$ cat config.mk
export PLATFORM = sky130hd
export DESIGN_NAME = time_bin_decimator
export DESIGN_NICKNAME = d
export VERILOG_FILES = /design/src/tbd_pkg.sv /design/src/time_bin_decimator.sv
export VERILOG_INCLUDE_DIRS = /design/src /design/src/src
export SDC_FILE = /design/constraint.sdc
export NUM_CORES = 1
export LEC_CHECK = 0
export BUFFER_PORTS_ARGS = -buffer_cell sky130_fd_sc_hd__buf_2
export CAP_MARGIN = 20
export CORE_UTILIZATION = 60
export DETAILED_ROUTE_END_ITERATION = 7
export HOLD_SLACK_MARGIN = 0.12
export PLACE_DENSITY = 0.8
export SKIP_CTS_REPAIR_TIMING = 1
export SYNTH_ARGS = -nofsm -noshare
export SYNTH_HDL_FRONTEND = slang
export SYNTH_SLANG_ARGS = --single-unit
export TNS_END_PERCENT = 5
$ cat constraint.sdc
create_clock -name i_clk -period 8.1 [get_ports i_clk]
set_input_delay 1.215 -clock i_clk [delete_from_list [all_inputs] [get_ports i_clk]]
set_output_delay 1.215 -clock i_clk [all_outputs]
set_load 0.005 [all_outputs]
$ cat src/time_bin_decimator_defines.svh
// Assertion macros for the time bin decimator.
// Define NO_ASSERTIONS to compile every check away; no other dependencies.
`ifndef TIME_BIN_DECIMATOR_DEFINES_SVH
`define TIME_BIN_DECIMATOR_DEFINES_SVH

`ifndef NO_ASSERTIONS

// Same-cycle implication, disabled while reset is low
`define TBD_ASSERT_IMPLY(label, clk, rst_n, ante, cons, msg) \
    label: assert property (@(posedge clk) disable iff (!rst_n) (ante) |-> (cons)) \
        else $error(msg);

// Next-cycle implication, disabled while reset is low
`define TBD_ASSERT_NEXT(label, clk, rst_n, ante, cons, msg) \
    label: assert property (@(posedge clk) disable iff (!rst_n) (ante) |=> (cons)) \
        else $error(msg);

`else

`define TBD_ASSERT_IMPLY(label, clk, rst_n, ante, cons, msg)
`define TBD_ASSERT_NEXT(label, clk, rst_n, ante, cons, msg)

`endif

`endif

$ cat src/tbd_pkg.sv
// Shared types and constants of the time bin decimator.
// No dependencies; imported by time_bin_decimator.
`timescale 1ns / 1ps
`default_nettype none

package tbd_pkg;

    // Configuration port
    localparam int APB_AW = 4;
    localparam int APB_DW = 32;

    // Register indexes (paddr[3:2])
    localparam logic [1:0] REG_PHASE = 2'd0;
    localparam logic [1:0] REG_WIDTH = 2'd1;
    localparam logic [1:0] REG_MODE  = 2'd2;

    // Register widths and reset values
    localparam int PHASE_W = 24;
    localparam int WIDTH_W = 24;
    localparam int MODE_W  = 2;
    localparam logic [WIDTH_W-1:0] WIDTH_RESET = 24'd2880;

    // Doubled distance to bin center never exceeds the width
    localparam int DIST_W = WIDTH_W + 1;

    // Selection modes; the unused code behaves as first in bin
    localparam logic [MODE_W-1:0] MODE_NEAREST = 2'd0;
    localparam logic [MODE_W-1:0] MODE_FIRST   = 2'd1;
    localparam logic [MODE_W-1:0] MODE_LAST    = 2'd2;

    // Sequencer states
    typedef enum logic [3:0] {
        S_IDLE,
        S_SUB,
        S_ABS,
        S_DIV,
        S_BIN,
        S_MOD,
        S_DIST,
        S_ABSD,
        S_DECIDE,
        S_FLUSH
    } t_state;

endpackage

`default_nettype wire

$ cat src/time_bin_decimator.sv
// Time bin decimator: one subtractor shared under a sequencer, APB configuration.
// Depends on tbd_pkg and time_bin_decimator_defines.svh.
//
// Keeps one sample per time bin, bin = floor((time - bin_phase) / bin_width). Each sample
// is one stream transfer and is worked in steps: one subtract for the offset, one for its
// magnitude, one restoring division step per dividend bit, then bin, offset-in-bin and
// doubled-distance fix-ups, all on the same subtractor, and a decision step.
// s_axis_tready is high only between samples. A closed bin and the episode flush each
// leave through the output register; the block waits in its decision or flush step
// while that register is still full, but a new sample is taken while a finished
// result waits to be taken.
`timescale 1ns / 1ps
`default_nettype none
`include "time_bin_decimator_defines.svh"

module time_bin_decimator #(
    parameter int TIME_BITS  = 32,
    parameter int VALUE_BITS = 32
) (
    input  wire logic                                      i_clk,
    input  wire logic                                      i_rst_n,
    // Sample stream
    input  wire logic                                      s_axis_tvalid,
    output logic                                           s_axis_tready,
    // [TIME_BITS-1:0] sample_time, next VALUE_BITS sample_value, zero pad to bytes
    input  wire logic [((TIME_BITS+VALUE_BITS+7)/8)*8-1:0] s_axis_tdata,
    input  wire logic                                      s_axis_tlast,   // episode_end
    // Kept sample stream
    output logic                                           m_axis_tvalid,
    input  wire logic                                      m_axis_tready,
    // [TIME_BITS-1:0] kept_time, next VALUE_BITS kept_value, zero pad to bytes
    output logic      [((TIME_BITS+VALUE_BITS+7)/8)*8-1:0] m_axis_tdata,
    output logic                                           m_axis_tlast,   // run_last
    // Configuration
    input  wire logic                                      psel,
    input  wire logic                                      penable,
    input  wire logic                                      pwrite,
    input  wire logic [tbd_pkg::APB_AW-1:0]                paddr,
    input  wire logic [tbd_pkg::APB_DW-1:0]                pwdata,
    output logic      [tbd_pkg::APB_DW-1:0]                prdata,
    output logic                                           pready
);

    import tbd_pkg::*;

    localparam int TD_W = ((TIME_BITS + VALUE_BITS + 7) / 8) * 8;
    // Offset time - phase needs one bit over the wider of time and phase
    localparam int AW   = ((TIME_BITS > PHASE_W + 1) ? TIME_BITS : PHASE_W + 1) + 1;
    // Magnitude of the offset fits in one bit less
    localparam int DB   = AW - 1;
    localparam int CW   = $clog2(DB);

    // Configuration registers
    logic [PHASE_W-1:0] r_phase;
    logic [WIDTH_W-1:0] r_width;
    logic [MODE_W-1:0]  r_mode;

    // Control
    t_state             r_state, n_state;
    logic               r_holding, n_holding;
    logic               r_m_valid, n_m_valid;
    logic [CW-1:0]      r_cnt, n_cnt;

    // Sample in work
    logic signed [TIME_BITS-1:0] r_t, n_t;
    logic [VALUE_BITS-1:0]       r_v, n_v;
    logic                        r_end, n_end;

    // Datapath
    logic [AW-1:0]       r_acc, n_acc;
    logic                r_neg, n_neg;
    logic [DB-1:0]       r_dq, n_dq;
    logic [WIDTH_W-1:0]  r_rem, n_rem;
    logic [AW-1:0]       r_bin, n_bin;
    logic [WIDTH_W-1:0]  r_m, n_m;
    logic [DIST_W-1:0]   r_dist, n_dist;

    // Held representative
    logic [AW-1:0]               r_held_bin, n_held_bin;
    logic [DIST_W-1:0]           r_held_dist, n_held_dist;
    logic signed [TIME_BITS-1:0] r_held_time, n_held_time;
    logic [VALUE_BITS-1:0]       r_held_value, n_held_value;

    // Output register
    logic signed [TIME_BITS-1:0] r_out_time, n_out_time;
    logic [VALUE_BITS-1:0]       r_out_value, n_out_value;
    logic                        r_out_last, n_out_last;

    // Shared subtractor: a - b - cin
    logic [AW-1:0] u_a, u_b, u_res;
    logic          u_cin;

    logic [WIDTH_W-1:0] w_eff;
    logic               out_free;
    logic               rem_nz;
    logic               new_bin;
    logic               take;
    logic               cfg_wr;

    assign u_res    = u_a - u_b - {{(AW-1){1'b0}}, u_cin};
    // A zero width acts as one
    assign w_eff    = (r_width == '0) ? {{(WIDTH_W-1){1'b0}}, 1'b1} : r_width;
    assign out_free = !r_m_valid || m_axis_tready;
    assign rem_nz   = (r_rem != '0);
    assign new_bin  = !r_holding || (r_bin != r_held_bin);

    // Replacement rule inside the held bin
    always_comb begin
        case (r_mode)
            MODE_LAST:    take = 1'b1;
            MODE_NEAREST: take = (r_dist < r_held_dist) ||
                                 ((r_dist == r_held_dist) && (r_t < r_held_time));
            default:      take = 1'b0;
        endcase
    end

    // Sequencer: next state, subtractor operands, datapath updates
    always_comb begin
        n_state      = r_state;
        n_holding    = r_holding;
        n_m_valid    = r_m_valid;
        n_cnt        = r_cnt;
        n_t          = r_t;
        n_v          = r_v;
        n_end        = r_end;
        n_acc        = r_acc;
        n_neg        = r_neg;
        n_dq         = r_dq;
        n_rem        = r_rem;
        n_bin        = r_bin;
        n_m          = r_m;
        n_dist       = r_dist;
        n_held_bin   = r_held_bin;
        n_held_dist  = r_held_dist;
        n_held_time  = r_held_time;
        n_held_value = r_held_value;
        n_out_time   = r_out_time;
        n_out_value  = r_out_value;
        n_out_last   = r_out_last;
        u_a          = '0;
        u_b          = '0;
        u_cin        = 1'b0;

        // Output transfer empties the register
        if (r_m_valid && m_axis_tready) begin
            n_m_valid = 1'b0;
        end

        case (r_state)
            S_IDLE: begin
                if (s_axis_tvalid) begin
                    n_t     = s_axis_tdata[TIME_BITS-1:0];
                    n_v     = s_axis_tdata[TIME_BITS +: VALUE_BITS];
                    n_end   = s_axis_tlast;
                    n_state = S_SUB;
                end
            end
            // Offset from the bin grid
            S_SUB: begin
                u_a     = {{(AW-TIME_BITS){r_t[TIME_BITS-1]}}, r_t};
                u_b     = {{(AW-PHASE_W){1'b0}}, r_phase};
                n_acc   = u_res;
                n_neg   = u_res[AW-1];
                n_state = S_ABS;
            end
            // Magnitude of the offset feeds the divider
            S_ABS: begin
                u_b     = r_acc;
                n_dq    = r_neg ? u_res[DB-1:0] : r_acc[DB-1:0];
                n_rem   = '0;
                n_cnt   = '0;
                n_state = S_DIV;
            end
            // One restoring step per dividend bit; quotient shifts into r_dq
            S_DIV: begin
                u_a = {{(AW-WIDTH_W-1){1'b0}}, r_rem, r_dq[DB-1]};
                u_b = {{(AW-WIDTH_W){1'b0}}, w_eff};
                if (!u_res[AW-1]) begin
                    n_rem = u_res[WIDTH_W-1:0];
                    n_dq  = {r_dq[DB-2:0], 1'b1};
                end else begin
                    n_rem = {r_rem[WIDTH_W-2:0], r_dq[DB-1]};
                    n_dq  = {r_dq[DB-2:0], 1'b0};
                end
                n_cnt = r_cnt + 1'b1;
                if (r_cnt == CW'(DB - 1)) begin
                    n_state = S_BIN;
                end
            end
            // Floor: negative offset with a remainder rounds one bin further down
            S_BIN: begin
                u_b     = {1'b0, r_dq};
                u_cin   = rem_nz;
                n_bin   = r_neg ? u_res : {1'b0, r_dq};
                n_state = S_MOD;
            end
            // Offset inside the bin
            S_MOD: begin
                u_a     = {{(AW-WIDTH_W){1'b0}}, w_eff};
                u_b     = {{(AW-WIDTH_W){1'b0}}, r_rem};
                n_m     = (r_neg && rem_nz) ? u_res[WIDTH_W-1:0] : r_rem;
                n_state = S_DIST;
            end
            // Doubled signed distance to the bin center
            S_DIST: begin
                u_a     = {{(AW-WIDTH_W-1){1'b0}}, r_m, 1'b0};
                u_b     = {{(AW-WIDTH_W){1'b0}}, w_eff};
                n_acc   = u_res;
                n_state = S_ABSD;
            end
            S_ABSD: begin
                u_b     = r_acc;
                n_dist  = r_acc[AW-1] ? u_res[DIST_W-1:0] : r_acc[DIST_W-1:0];
                n_state = S_DECIDE;
            end
            // Close the old bin or update the held sample
            S_DECIDE: begin
                if (out_free) begin
                    if (new_bin) begin
                        if (r_holding) begin
                            n_m_valid   = 1'b1;
                            n_out_time  = r_held_time;
                            n_out_value = r_held_value;
                            n_out_last  = 1'b0;
                        end
                        n_holding    = 1'b1;
                        n_held_bin   = r_bin;
                        n_held_dist  = r_dist;
                        n_held_time  = r_t;
                        n_held_value = r_v;
                    end else if (take) begin
                        n_held_dist  = r_dist;
                        n_held_time  = r_t;
                        n_held_value = r_v;
                    end
                    n_state = r_end ? S_FLUSH : S_IDLE;
                end
            end
            // Episode end: send the held sample marked last
            S_FLUSH: begin
                if (out_free) begin
                    n_m_valid   = 1'b1;
                    n_out_time  = r_held_time;
                    n_out_value = r_held_value;
                    n_out_last  = 1'b1;
                    n_holding   = 1'b0;
                    n_state     = S_IDLE;
                end
            end
            default: begin
                n_state = S_IDLE;
            end
        endcase
    end

    // Control registers
    always_ff @(posedge i_clk) begin
        if (!i_rst_n) begin
            r_state   <= S_IDLE;
            r_holding <= 1'b0;
            r_m_valid <= 1'b0;
            r_cnt     <= '0;
        end else begin
            r_state   <= n_state;
            r_holding <= n_holding;
            r_m_valid <= n_m_valid;
            r_cnt     <= n_cnt;
        end
    end

    // Payload registers
    always_ff @(posedge i_clk) begin
        r_t          <= n_t;
        r_v          <= n_v;
        r_end        <= n_end;
        r_acc        <= n_acc;
        r_neg        <= n_neg;
        r_dq         <= n_dq;
        r_rem        <= n_rem;
        r_bin        <= n_bin;
        r_m          <= n_m;
        r_dist       <= n_dist;
        r_held_bin   <= n_held_bin;
        r_held_dist  <= n_held_dist;
        r_held_time  <= n_held_time;
        r_held_value <= n_held_value;
        r_out_time   <= n_out_time;
        r_out_value  <= n_out_value;
        r_out_last   <= n_out_last;
    end

    // Configuration writes
    assign cfg_wr = psel && penable && pwrite && pready;

    always_ff @(posedge i_clk) begin
        if (!i_rst_n) begin
            r_phase <= '0;
            r_width <= WIDTH_RESET;
            r_mode  <= MODE_NEAREST;
        end else if (cfg_wr) begin
            case (paddr[3:2])
                REG_PHASE: r_phase <= pwdata[PHASE_W-1:0];
                REG_WIDTH: r_width <= pwdata[WIDTH_W-1:0];
                REG_MODE:  r_mode  <= pwdata[MODE_W-1:0];
                default:   ;
            endcase
        end
    end

    // Configuration reads
    always_comb begin
        case (paddr[3:2])
            REG_PHASE: prdata = {{(APB_DW-PHASE_W){1'b0}}, r_phase};
            REG_WIDTH: prdata = {{(APB_DW-WIDTH_W){1'b0}}, r_width};
            REG_MODE:  prdata = {{(APB_DW-MODE_W){1'b0}}, r_mode};
            default:   prdata = '0;
        endcase
    end

    assign pready        = 1'b1;
    assign s_axis_tready = (r_state == S_IDLE);
    assign m_axis_tvalid = r_m_valid;
    assign m_axis_tdata  = TD_W'({r_out_value, r_out_time});
    assign m_axis_tlast  = r_out_last;

    // Divider remainder always stays below the width
    `TBD_ASSERT_IMPLY(a_rem_below_width, i_clk, i_rst_n,
        r_state == S_DIV, r_rem < w_eff, "divider remainder not below bin width")

    // Doubled distance to the center is bounded by the width
    `TBD_ASSERT_IMPLY(a_dist_bounded, i_clk, i_rst_n,
        r_state == S_DECIDE, r_dist <= {1'b0, w_eff}, "distance exceeds bin width")

    // A flush only happens with a sample held
    `TBD_ASSERT_IMPLY(a_flush_holding, i_clk, i_rst_n,
        r_state == S_FLUSH, r_holding, "flush without a held sample")

    // A flush leaves a last-marked result and nothing held
    `TBD_ASSERT_NEXT(a_flush_result, i_clk, i_rst_n,
        (r_state == S_FLUSH) && out_free,
        r_m_valid && r_out_last && !r_holding, "flush did not load a last result")

endmodule

`default_nettype wire
## Word-level counts from Yosys, hierarchy flattened

Cells that the tools add are included.

- Output and inout bits: 100
- Bits in registers: 485
- Logic and storage cells: 133
- Input bits: 108

- Muxes and demuxes: 52
- $lt $le $gt $ge: 2
- Equal/unequal tests: 21
- Reduce and logical (&&, ||, !) cells: 30
- Add/subtract/negate cells: 3

Operators by type and width:

| cell | number |
|---|---|
| 32-bit two-way mux | 14 |
| 32-bit one-hot mux with 2 select lines | 3 |
| 33-bit one-hot mux with 5 select lines | 1 |
| 33-bit one-hot mux with 4 select lines | 1 |
| 25-bit two-way mux | 3 |
| 24-bit two-way mux | 3 |
| 24-bit one-hot mux with 3 select lines | 1 |
| 24-bit one-hot mux with 2 select lines | 1 |
| 4-bit one-hot mux with 10 select lines | 1 |
| 33-bit != test | 1 |
| 33-bit by 1-bit subtractor with 33-bit output | 1 |
| 33-bit subtractor | 1 |
| 32-bit less-than comparator | 1 |
| 25-bit equality test | 1 |
| 25-bit less-than comparator | 1 |
| 24-bit logical NOT | 1 |
| 24-bit nonzero test | 1 |
| 4-bit two-way mux | 5 |
| 4-bit by 3-bit equality test with 1-bit output (second input constant) | 4 |
| 1-bit two-way mux | 14 |
| 2-bit != test (second input constant) | 6 |
| 5-bit one-hot mux with 2 select lines | 1 |
| 4-bit by 2-bit equality test with 1-bit output (second input constant) | 2 |
| 4-bit equality test (second input constant) | 2 |
| other kinds (17) | 38 |

## Longest topological paths before layout

- Depth in word-level cells: 7
- Depth in mapped cells: 22
- Gate-level depth less buffers: 16

## Worst setup path after synthesis

OpenSTA, ideal clock, no wires.

- Path type: input -> register
- From: input m_axis_tready
- To: register r_held_dist[0], enable pin
- Data required time: 7.637 ns
- Buffers on the path: 0
- Arrival time: 5.570 ns
- Stages: 4
- Setup slack: 2.067 ns
- Cell sequence: nand2b_1 -> nand4_1 -> a21oi_1 -> o31a_1

- Longest elaborated chain between the ends: 2

RTL lines:

| item | line | source |
|---|---|---|
| start: declaration | time_bin_decimator.sv:30 | `input wire logic m_axis_tready,` |
| 1-bit logical OR | time_bin_decimator.sv:103 | `assign out_free = !r_m_valid \|\| m_axis_tready;` |
| 3-bit AND reduction (no line) | - |  |
| end signal: assignment | time_bin_decimator.sv:284 | `r_held_dist <= n_held_dist;` |
| end: declaration | time_bin_decimator.sv:80 | `logic [DIST_W-1:0] r_held_dist, n_held_dist;` |

Every way passes these cells.
A chain may end at the register's enable or synchronous reset.

## Worst setup path in the final report

- From: register r_state[3]
- To: register r_rem[17] (data pin)

- Longest elaborated chain between the ends: 7

RTL lines:

| item | line | source |
|---|---|---|
| start: declaration | time_bin_decimator.sv:59 | `t_state r_state, n_state;` |
| start signal: assignment | time_bin_decimator.sv:264 | `r_state <= n_state;` |
| 4-bit by 3-bit equality test with 1-bit output or 4-bit by 2-bit equality test with 1-bit output (tied branches) | time_bin_decimator.sv:149 | `case (r_state)` |
| 2-bit OR reduction (no line) | - |  |
| 33-bit one-hot mux with 5 select lines | time_bin_decimator.sv:149 |  |
| 33-bit subtractor | time_bin_decimator.sv:100 | `assign u_res = u_a - u_b - {{(AW-1){1'b0}}, u_cin};` |
| 33-bit by 1-bit subtractor with 33-bit output | time_bin_decimator.sv:100 |  |
| 24-bit two-way mux | time_bin_decimator.sv:178 | `if (!u_res[AW-1]) begin` |
| 24-bit one-hot mux with 2 select lines * | time_bin_decimator.sv:149 |  |
| end signal: assignment | time_bin_decimator.sv:279 | `r_rem <= n_rem;` |
| end: declaration | time_bin_decimator.sv:73 | `logic [WIDTH_W-1:0] r_rem, n_rem;` |

Mark *: on every way between the ends. The rest lies on a longest branch, timed or not.

==> results.yml <==
timing:
  grt_setup_unrepaired: "no"
  hold_viol: 0
  period_needed_ns: 6.554
  skew_ns: 0.02410
  setup_violations: 0
  timing.setup.tns_ns: 0
  finalCritPeriodShare_pct: 80.91
  worst_pin_slew_ns: 1.070
  clock.fmax_mhz: 152.6
  max_slew_margin_pct: 28.37
  slew_viol_final: 0
drt:
  drtIter0Drc: 1693
  routed_wirelength_um: 62240
  routed_via_density: 6.194
  ant_nets: 0
  firstDrtPassIters: 7
  route.vias.total: 16740
  wl_per_cell_um: 23.03
  drc: 0
synth:
  syn_area_mm2: 0.02346
  synth_edf_count: 424
  syn_avg_cell_area_um2: 11.94
  syn_inst: 1965
  yosys_register_bits: 485
  async_flop_share_pct: 0
  synth-seq-area-share_pct: 59.48
  synthTopCellsByArea: "edfxtp_1 (54%), ha_1 (6.3%), dfxtp_1 (5.2%)"
  yosys.cell_types.count: 68
  ys_warn_count: 0
  synthFlopType: "edfxtp_1"
  synth_top_area_share_pct: 54.28
  netlist.top_cell.by_area: "edfxtp_1"
floorplan:
  start_util_pct: 60.70
  dieArea_mm2: 0.03989
  row_count: 72
  pin_count: 208
  die_width_um: 199.7
  die_h_um: 199.7
  core_area_mm2: 0.03865
clock_tree:
  clk_latency_ns: 0.61
  path_clk_slew_ns: 0.06
  cts_max_level: 2
  cts_buffer_depth: 3
  tritoncts: "yes"
  cts-root-buf: "clkbuf_16"
  numCtsBuffers: 49
  cts_sinks: 485
layout:
  fin_util_pct: 68.82
  stdcell_area_mm2: 0.02660
  layout-drive-gt1-share_pct: 17.44
  ff_latch_area_mm2: 0.01395
  n_fill_cell: 2711
  layout_common_cells: "edfxtp_1 (424), nand2_1 (294), buf_2 (188), inv_1 (145), ha_1 (118)"
  syn_to_final_growth_pct: 13.39
  multiInputGateArea_mm2: 0.008661
  layout_commonest_cell: "edfxtp_1"
  nNetsFinal: 2368
pwr:
  powerDensity_mw_per_mm2: 392.6
  p_leak_uw: 0.01025
  p_total_uw: 10440
  peakVddDrop_mv: 0.3253
global_route:
  grt_pass1_vias: 16120
  grt_max_degree: 68
  gr-usage-all-layers_pct: 31.84
  grt_antenna_before_repair: 4
  grt_pass1_wl_um: 94560
  overflow: 0
placed_design:
  portBuffers: 188
  place_area_mm2: 0.02498
  place_hpwl_um: 43640
  globalplace.congestion: 0.9825
run:
  maxCapViolations: 0
critical_path:
  end_kind: "register"
  critPathLaunchType: "register"
  critPathMaxFanout: 27
  required_ns: 8.42
  crit_type: "reg2reg"
  worstPathArrival_ns: 6.88
  r2r_cells: 16
  r2r_slack_ns: 1.55
min_path:
  min_path_cells: 0
  hp-class: "reg2reg"
run_status:
  outcome: "completed"
-- cell type report --
cell class	count	share of cell area [%]
multi-input combinational	1242	32.56
inverter	146	2.060
antenna	5	0.04704
tap	518	2.437
clock inverter	25	1.063
timing repair buffer	216	4.384
clock buffer	65	4.986
sequential	485	52.46
-- synth_stat cells (22+ instances only) --
| cell | instances |
|---|---|
| a22oi_1 | 27 |
| nand3_1 | 48 |
| clkbuf_1 | 76 |
| nor2_1 | 76 |
| mux2i_1 | 69 |
| ha_1 | 118 |
| inv_1 | 146 |
| edfxtp_1 | 424 |
| a222oi_1 | 24 |
| mux2_2 | 63 |
| and3_1 | 30 |
| nand2_1 | 294 |
| nor4_1 | 22 |
| o21ai_0 | 66 |
| dfxtp_1 | 61 |
| a21boi_0 | 50 |
| xor2_1 | 23 |
| nand4_1 | 26 |
| xnor2_1 | 42 |
| a21oi_1 | 58 |
-- registers in the layout (all words and copies together), names as in the netlist, 25 cells and up --
| register | cells |
|---|---|
| r_dist | 25 |
| r_held_value | 32 |
| r_held_time | 32 |
| r_acc | 33 |
| r_t | 32 |
| r_held_bin | 33 |
| r_bin | 33 |
| r_dq | 32 |
| r_out_value | 32 |
| r_held_dist | 25 |
| r_out_time | 32 |
| r_v | 32 |
-- through the flow --
step / std cells / setup slack [ns] / hold WS [ns]
6_report: 2702 / 1.546 / 0.4173
5_1_grt: 2701 / 1.285 / 0.4224
4_1_cts: 2697 / 1.748 / 0.4189
3_5_place_dp: 2607 / 1.782 / 0.4045
3_3_place_gp: 2605 / 1.955 / 0.4004
2_1_floorplan: 1972 / 2.067 / 0.4003
-- where the power goes --
group | switching, uW | internal, uW | total, uW | leakage, uW
Sequential | 235 | 3410 | 3650 | 0.00437
Combinational | 2810 | 1700 | 4510 | 0.00510
Clock | 969 | 1320 | 2290 | 0.000780
Total | 4010 | 6430 | 10400 | 0.0103
-- metal layers --
metal  vias up  track usage [%]  share of wire [%]
met4         0            15.49                5.2
met1      8200            41.78                 40
li1       7532                -                  -
met2       825            52.19                 48
met3       180            4.591                7.4
met5         -                0                  0
-- kinds of logic (layout without fill, tap and decap cells) --
| kind of cell | count (synthesis) | count (layout) | share of synthesized area (%) |
|---|---|---|---|
| buf+inv | 245 | 452 | 4.112 |
| simple gates | 570 | 570 | 11.08 |
| flops | 485 | 485 | 59.48 |
| fa+ha+maj | 120 | 120 | 6.465 |
| xor+xnor | 66 | 66 | 2.496 |
| mux | 132 | 132 | 5.969 |
| other cells | 2 | 14 | 0.03202 |
| compound gates | 345 | 345 | 10.36 |
-- path summary, 6_finish.rpt --
path               from              end
max          r_state[3]        r_rem[17]
min              r_v[0]  r_held_value[0]
max reg2reg  r_state[3]        r_rem[17]
min reg2reg      r_v[0]  r_held_value[0]
-- critical path, stage by stage (launching register included) --
cell      delay (ns)
dfxtp_1         0.67
nand2b_1        0.51
or2_2           0.50
nand2b_1        0.63
nand2_1         0.23
nand3_1         0.12
fa_1            0.49
fa_1            0.46
a21bo_2         0.24
a22oi_1         0.38
nand3b_1        0.17
a31oi_1         0.43
o41a_1          0.41
a221oi_4        0.13
xnor2_4         0.17
buf_4           0.51
mux2i_1         0.17
Note: power is estimated with default switching activity, not from simulation.
